## config.mk

```make
export PLATFORM = sky130hd
export DESIGN_NAME = sie_divider
export DESIGN_NICKNAME = d
export VERILOG_FILES = /design/src/design/sie_pkg.sv /design/src/design/sie_divider.sv
export SDC_FILE = /design/constraint.sdc
export NUM_CORES = 1
export LEC_CHECK = 0
export ABC_AREA = 1
export ABC_CLOCK_PERIOD_IN_PS = 2200
export BUFFER_PORTS_ARGS = -buffer_cell sky130_fd_sc_hd__buf_2
export CAP_MARGIN = 0
export CELL_PAD_IN_SITES_DETAIL_PLACEMENT = 0
export CELL_PAD_IN_SITES_GLOBAL_PLACEMENT = 1
export CORE_ASPECT_RATIO = 1.75
export CORE_UTILIZATION = 41
export DETAILED_ROUTE_END_ITERATION = 16
export GPL_TIMING_DRIVEN = 0
export PLACE_DENSITY = 0.81
export SETUP_SLACK_MARGIN = 0.02
export SLEW_MARGIN = 20
export SYNTH_ARGS = -nofsm -noshare
export SYNTH_HDL_FRONTEND = slang
export SYNTH_SLANG_ARGS = --single-unit
```

## constraint.sdc

```tcl
create_clock -name clk -period 2.2 [get_ports clk]
set_input_delay 0.44 -clock clk [delete_from_list [all_inputs] [get_ports clk]]
set_output_delay 0.44 -clock clk [all_outputs]
set_load 0.02 [all_outputs]
```

## src/design/sie_pkg.sv

```systemverilog
`default_nettype none
package sie_pkg;
	localparam int WORD_W = 24;
	localparam int PC_W = 15;

	typedef enum logic [4:0] {
		OP_LDA = 5'd0, OP_LDL = 5'd1, OP_LDX = 5'd2, OP_STA = 5'd3, OP_STL = 5'd4,
		OP_STX = 5'd5, OP_ADD = 5'd6, OP_SUB = 5'd7, OP_MUL = 5'd8, OP_DIV = 5'd9,
		OP_LDCH = 5'd10, OP_STCH = 5'd11, OP_COMP = 5'd12, OP_TIX = 5'd13,
		OP_JEQ = 5'd14, OP_JGT = 5'd15, OP_JLT = 5'd16, OP_J = 5'd17,
		OP_JSUB = 5'd18, OP_RSUB = 5'd19, OP_RD = 5'd20, OP_WD = 5'd21,
		OP_TD = 5'd22, OP_HOST = 5'd23
	} op_t;

	localparam logic [1:0] CC_EQ = 2'd0;
	localparam logic [1:0] CC_LT = 2'd1;
	localparam logic [1:0] CC_GT = 2'd2;

	typedef enum logic [3:0] {
		ST_CLEAR, ST_IDLE, ST_RD0, ST_RD1, ST_RD2, ST_RD3, ST_WR1, ST_WR2,
		ST_DIV, ST_EXEC, ST_OUT
	} state_t;

	// divider control
	typedef struct packed {
		logic start;
		logic busy;
	} div_ctl_t;
endpackage
`default_nettype wire

```

## src/design/sie_divider.sv

```systemverilog
`default_nettype none
module sie_divider import sie_pkg::*; (
	input  wire logic              clk,
	input  wire logic              arst_n,
	input  wire logic              start,
	input  wire logic [WORD_W-1:0] dividend,
	input  wire logic [WORD_W-1:0] divisor,
	output div_ctl_t               ctl,
	output logic      [WORD_W-1:0] quotient
);
	// restoring divide, one bit a cycle
	logic [WORD_W-1:0] rem_q, quo_q, dvs_q;
	logic [4:0]        cnt_q;
	logic              busy_q;
	logic [WORD_W:0]   trial;

	assign trial = {rem_q, quo_q[WORD_W-1]} - {1'b0, dvs_q};

	always_ff @(posedge clk or negedge arst_n) begin
		if (!arst_n) begin
			busy_q <= 1'b0;
			cnt_q <= '0;
		end else if (start) begin
			busy_q <= 1'b1;
			cnt_q <= 5'(WORD_W);
		end else if (busy_q) begin
			cnt_q <= cnt_q - 5'd1;
			if (cnt_q == 5'd1) busy_q <= 1'b0;
		end
	end

	always_ff @(posedge clk) begin
		if (start) begin
			rem_q <= '0;
			quo_q <= dividend;
			dvs_q <= divisor;
		end else if (busy_q) begin
			if (!trial[WORD_W]) begin
				rem_q <= trial[WORD_W-1:0];
				quo_q <= {quo_q[WORD_W-2:0], 1'b1};
			end else begin
				rem_q <= {rem_q[WORD_W-2:0], quo_q[WORD_W-1]};
				quo_q <= {quo_q[WORD_W-2:0], 1'b0};
			end
		end
	end

	assign ctl.start = start;
	assign ctl.busy = busy_q;
	assign quotient = quo_q;
endmodule
`default_nettype wire

```

# Word level (Yosys, flattened, before mapping)
# Cells that the tools add are included.
[totals]
ff_bits = 78
in_bits = 51
output_inout_bits = 26
wordCells = 18
[classes]
add_sub_neg = 2
n_eq_ne = 1
n_mux = 9
n_reduce_logical = 1
[op_table]
columns = ["operator", "count"]
rows = [
  ["$mux W24", 3],
  ["$sub A25 B24 Y25", 1],
  ["$mux W5", 2],
  ["$eq A5 B1 Y1 const B", 1],
  ["$sub A5 B1 Y5 const B", 1],
  ["$mux W1", 4],
  ["$reduce_bool A2 Y1", 1],
]

# Depth between registers and ports, before layout
[logic_depth]
depth_word = 4
ltp_mapped = 16
mapped_depth_nobuf = 16

# Worst setup path after synthesis
# Ideal clock, no wire load.
[synth_path]
kind = "reg2reg"
startpoint = "reg quo_q[23], in the netlist quotient[23]"
endpoint = "reg quo_q[0], in the netlist quotient[0], data pin"
setup_time_ps = 270
t_arrival_ps = 1980
required_time_ps = 1930
slack_ps = -50
path_stages_with_launch = 15
path_buffers = 1
period_less_slack_ps = 2250
cell_sequence = "edfxtp_1 inv_1 ha_1 fa_1 inv_1 nand2_1 nand2_1 nand3_1 nand2_2 nand2_2 nand3_2 nand2_2 nand2_4 buf_6 o21ai_0"
[synth_between]
elab_chain_len = 4
[synth_lines]
columns = ["item", "line", "source"]
rows = [
  ["from (decl)", "sie_divider.sv:12", "logic [WORD_W-1:0] rem_q, quo_q, dvs_q;"],
  ["from (signal assigned)", "sie_divider.sv:35", "quo_q <= dividend;"],
  ["from (signal assigned)", "sie_divider.sv:40", "quo_q <= {quo_q[WORD_W-2:0], 1'b1};"],
  ["from (signal assigned)", "sie_divider.sv:43", "quo_q <= {quo_q[WORD_W-2:0], 1'b0};"],
  ["$sub A25 B24 Y25", "sie_divider.sv:17", "assign trial = {rem_q, quo_q[WORD_W-1]} - {1'b0, dvs_q};"],
  ["$mux W1", "sie_divider.sv:38", "if (!trial[WORD_W]) begin"],
  ["$mux W24", "sie_divider.sv:37", "end else if (busy_q) begin"],
  ["$mux W24", "sie_divider.sv:33", "if (start) begin"],
]
# No other way between the ends. The select of a mux whose other input is x is not followed.
# A chain may end at the register's enable or synchronous reset.

# Worst setup path after layout
[layout_path]
startpoint = "reg quo_q[23], in the netlist quotient[23]"
endpoint = "reg rem_q[12]"
[layout_between]
elab_chain_len = 2
[layout_lines]
columns = ["item", "line", "source"]
rows = [
  ["$sub A25 B24 Y25", "sie_divider.sv:17", ""],
  ["$mux W24", "sie_divider.sv:38", ""],
  ["to (signal assigned)", "sie_divider.sv:39", "rem_q <= trial[WORD_W-1:0];"],
  ["to (signal assigned)", "sie_divider.sv:42", "rem_q <= {rem_q[WORD_W-2:0], quo_q[WORD_W-1]};"],
  ["to (decl)", "sie_divider.sv:12", ""],
]
# No other way between the ends.

==> results.yml <==
sta:
  worst_slack_ps: -93.0
  setup_viol: 17
  fin_crit_ps: 2290
  max_freq_mhz: 436
  worst_pin_slew_ps: 637
  finalCritPeriodShare_pct: 104
  rsz0062_at_grt: "yes"
  hold_viol_final: 0
  fin_worst_skew_ps: 8.05
  tns_ps: -337
  maxSlewHeadroom_pct: 57.3
  hold_slack_ps: 268
  maxSlewViolCount: 0
logic_synthesis:
  synthTopCellsByArea: "edfxtp_1 (28%), nand2_1 (23%), inv_1 (10%)"
  avgSynthCellArea_sq_um: 6.95
  synthCells: 734
  yosysWarnings: 0
  ys_seq_elements: 78
  syn-cell-area_sq_um: 5100
  yosysTopAreaCell: "edfxtp_1"
  yosys.cell_types.count: 34
  synth.top_cell.area_share_pct: 28.3
  synth_nets: 812
  seq_area_frac_synth_pct: 40.6
final_layout:
  fin_cells: 1019
  syn_to_final_growth_pct: 34.6
  nFillCells: 1211
  diodes: 0
  multiInputGateArea_sq_um: 2910
  seq_area_sq_um: 2070
  layout-drive-gt1-share_pct: 27.8
  finalNetCount: 927
  final_util_pct: 56.8
floorplan:
  ios: 77
  die_x_um: 86.3
  die_h_um: 150
  start_util_pct: 42.2
  num_rows: 53
  dieArea_sq_um: 12900
  coreArea_sq_um: 12100
worst_setup_path:
  slowest_stage: "edfxtp_1"
  end_kind: "flip-flop"
  crit_type: "reg -> reg"
  cp_cell_sequence: "inv_2 > ha_4 > fa_2 > inv_2 > nand2_2 > nand2_2 > nand3_4 > nand2_4 > nand2_4 > nand4_1 > nand2_8 > buf_12 > buf_12 > nand2_2 > nand3_2 > nand2_2"
  path_common_cell: "nand2_2"
  cpPeakStageDelay_ps: 370
  cp_num_buf_inv: 4
  crit_path_max_fanout: 5
  cp_data_required_time_ps: 2480
  startpoint_type: "flip-flop"
  critPathArrivalTime_ps: 2570
  crit_family: "simple AND/OR/NAND/NOR gates"
cts:
  clk_pin_slew_ps: 70
  root_buffer: "clkbuf_16"
  insertion_delay_ps: 340
  cts_tree: "built"
  htree_num_levels: 3
  cts_sinks: 78
  cts_buffers: 9
  cts_buffer_depth: 2
grt:
  grt_pass1_vias: 4708
  globalRouteTotalUtil_pct: 23.5
  overflow: 0
  antenna_found_initial: 0
  grt_max_degree: 28
  grt_pass1_wl_mm: 22.6
routing:
  vias_per_cell: 4.64
  drc: 0
  drt_iter0_markers: 142
  drt-total-wl_mm: 14.5
  num_vias: 4733
  ant_nets: 0
  avgRoutedWirePerCell_um: 14.2
  drt_pass1_iterations: 5
placement:
  hpwl_mm: 10.7
  io_buffers: 76
  post-place-cells: 975
  place.gp.congestion: 0.875
outcome:
  violations: "setup timing"
  status: "finished, violations left"
power_and_ir_drop:
  p_per_area_nw_per_um2: 1280
  power.total_uw: 8780
  power_leakage_uw: 0.00358
  vdd.ir_drop.worst_mv: 0.539
worst_hold_path:
  hp-class: "in -> reg"
flow_run:
  drv_cap: 0
-- report_power, final --
part	switching [uW]	internal (uW)	leakage, uW
registers	242	1850	0.000764
clock network	697	1020	0.000162
logic	2860	2110	0.00265
-- stage by stage --
step	worst slack, ps	area (sq um)
after global placement	-765	5690
after global routing	-169	6860
after CTS	-65.5	6720
after detailed placement	-872	5690
after floorplan	39.0	5100
final	-93.0	6860
-- kinds of logic (layout without fill, tap and decap cells) --
logic type | after synthesis | after routing | share of synthesized area [%]
AO/OA/AOI/OAI | 32 | 32 | 3.21
XOR/XNOR | 13 | 13 | 2.23
adder cells (fa/ha/maj) | 27 | 27 | 6.77
buffers and inverters | 156 | 276 | 12.6
flip-flops | 78 | 78 | 40.6
AND/OR/NAND/NOR | 428 | 428 | 34.6
-- worst reg2reg max path: stages (launching register included) --
cell and delay (ps):
edfxtp_1 370, inv_2 60, ha_4 160, fa_2 350
inv_2 70, nand2_2 50, nand2_2 90, nand3_4 100
nand2_4 100, nand2_4 60, nand4_1 180, nand2_8 120
buf_12 150, buf_12 130, nand2_2 60, nand3_2 100
nand2_2 70
-- what timing repair did --
item	in CTS	in global routing
hold buffers	1	0
buffers inserted	16	9
cloned	5	0
hold endpoints to repair	6	0
pin swaps	35	26
resized for setup	100	43
endpoints found under the setup margin	72	45
-- layout by cell type (no fill, tap or decap), drive strengths merged, types with 2 or more instances in the layout --
master,instances
dfrtp,6
a21oi,19
nand4,7
bufinv,2
dfxtp,24
nor2,39
o21ai,11
ha,26
xor2,5
buf,110
clkbuf,15
nand2,329
or2,2
clkinvlp,3
nand3b,4
xnor2,8
and2,3
edfxtp,48
nand3,42
inv,143
-- synth_stat cells (all sizes together) --
library cell	number
nand4	7
xnor2	8
inv	140
xor2	5
edfxtp	48
nand2	329
or2	2
nand3	42
clkbuf	6
dlygate4sd1	1
o22ai	1
a21o	1
dfxtp	24
nor3	1
o21ai	11
clkinv	1
buf	8
nor2	39
nor4	1
nand3b	4
a21oi	19
dfrtp	6
ha	26
fa	1
and2	3
-- layer usage --
| layer | track usage, % | part of all wire (%) | vias to the layer above |
|---|---|---|---|
| met3 | 3.31 | 2.6 | 33 |
| met5 | 0 | 0 | - |
| met1 | 21.3 | 36 | 2135 |
| met2 | 47.9 | 56 | 100 |
| met4 | 12.3 | 5.3 | 0 |
| li1 | - | - | 2465 |
-- state kept, by name, summed over array words and instances, names as in the netlist --
name / flops
dvs_q: 24
quotient: 24
rem_q: 24
cnt_q: 5
busy_q: 1
-- area by class of cell --
| class | count | area share (%) |
|---|---|---|
| Tap cell | 165 | 3.01 |
| Inverter | 141 | 7.77 |
| Sequential cell | 78 | 30.2 |
| Multi-Input combinational cell | 500 | 42.4 |
| Buffer | 15 | 1.95 |
| Clock buffer | 9 | 3.28 |
| Clock inverter | 7 | 1.60 |
| Timing Repair inverter | 1 | 0.109 |
| Timing Repair Buffer | 103 | 9.70 |
-- worst paths after layout --
path / cells after the start / slack, ps / end / start
setup / recovery: 16 / -90 / rem_q[12] / quotient[23]
hold / removal: 1 / 270 / dvs_q[3] / divisor[3]
setup reg to reg: 16 / -90 / rem_q[12] / quotient[23]
hold reg to reg: 2 / 470 / rem_q[3] / rem_q[3]
max in group asynchronous: 2 / 1590 / cnt_q[0] / arst_n
min in group asynchronous: 2 / 460 / cnt_q[4] / arst_n
No activity file was read; power rests on OpenSTA's default activity.
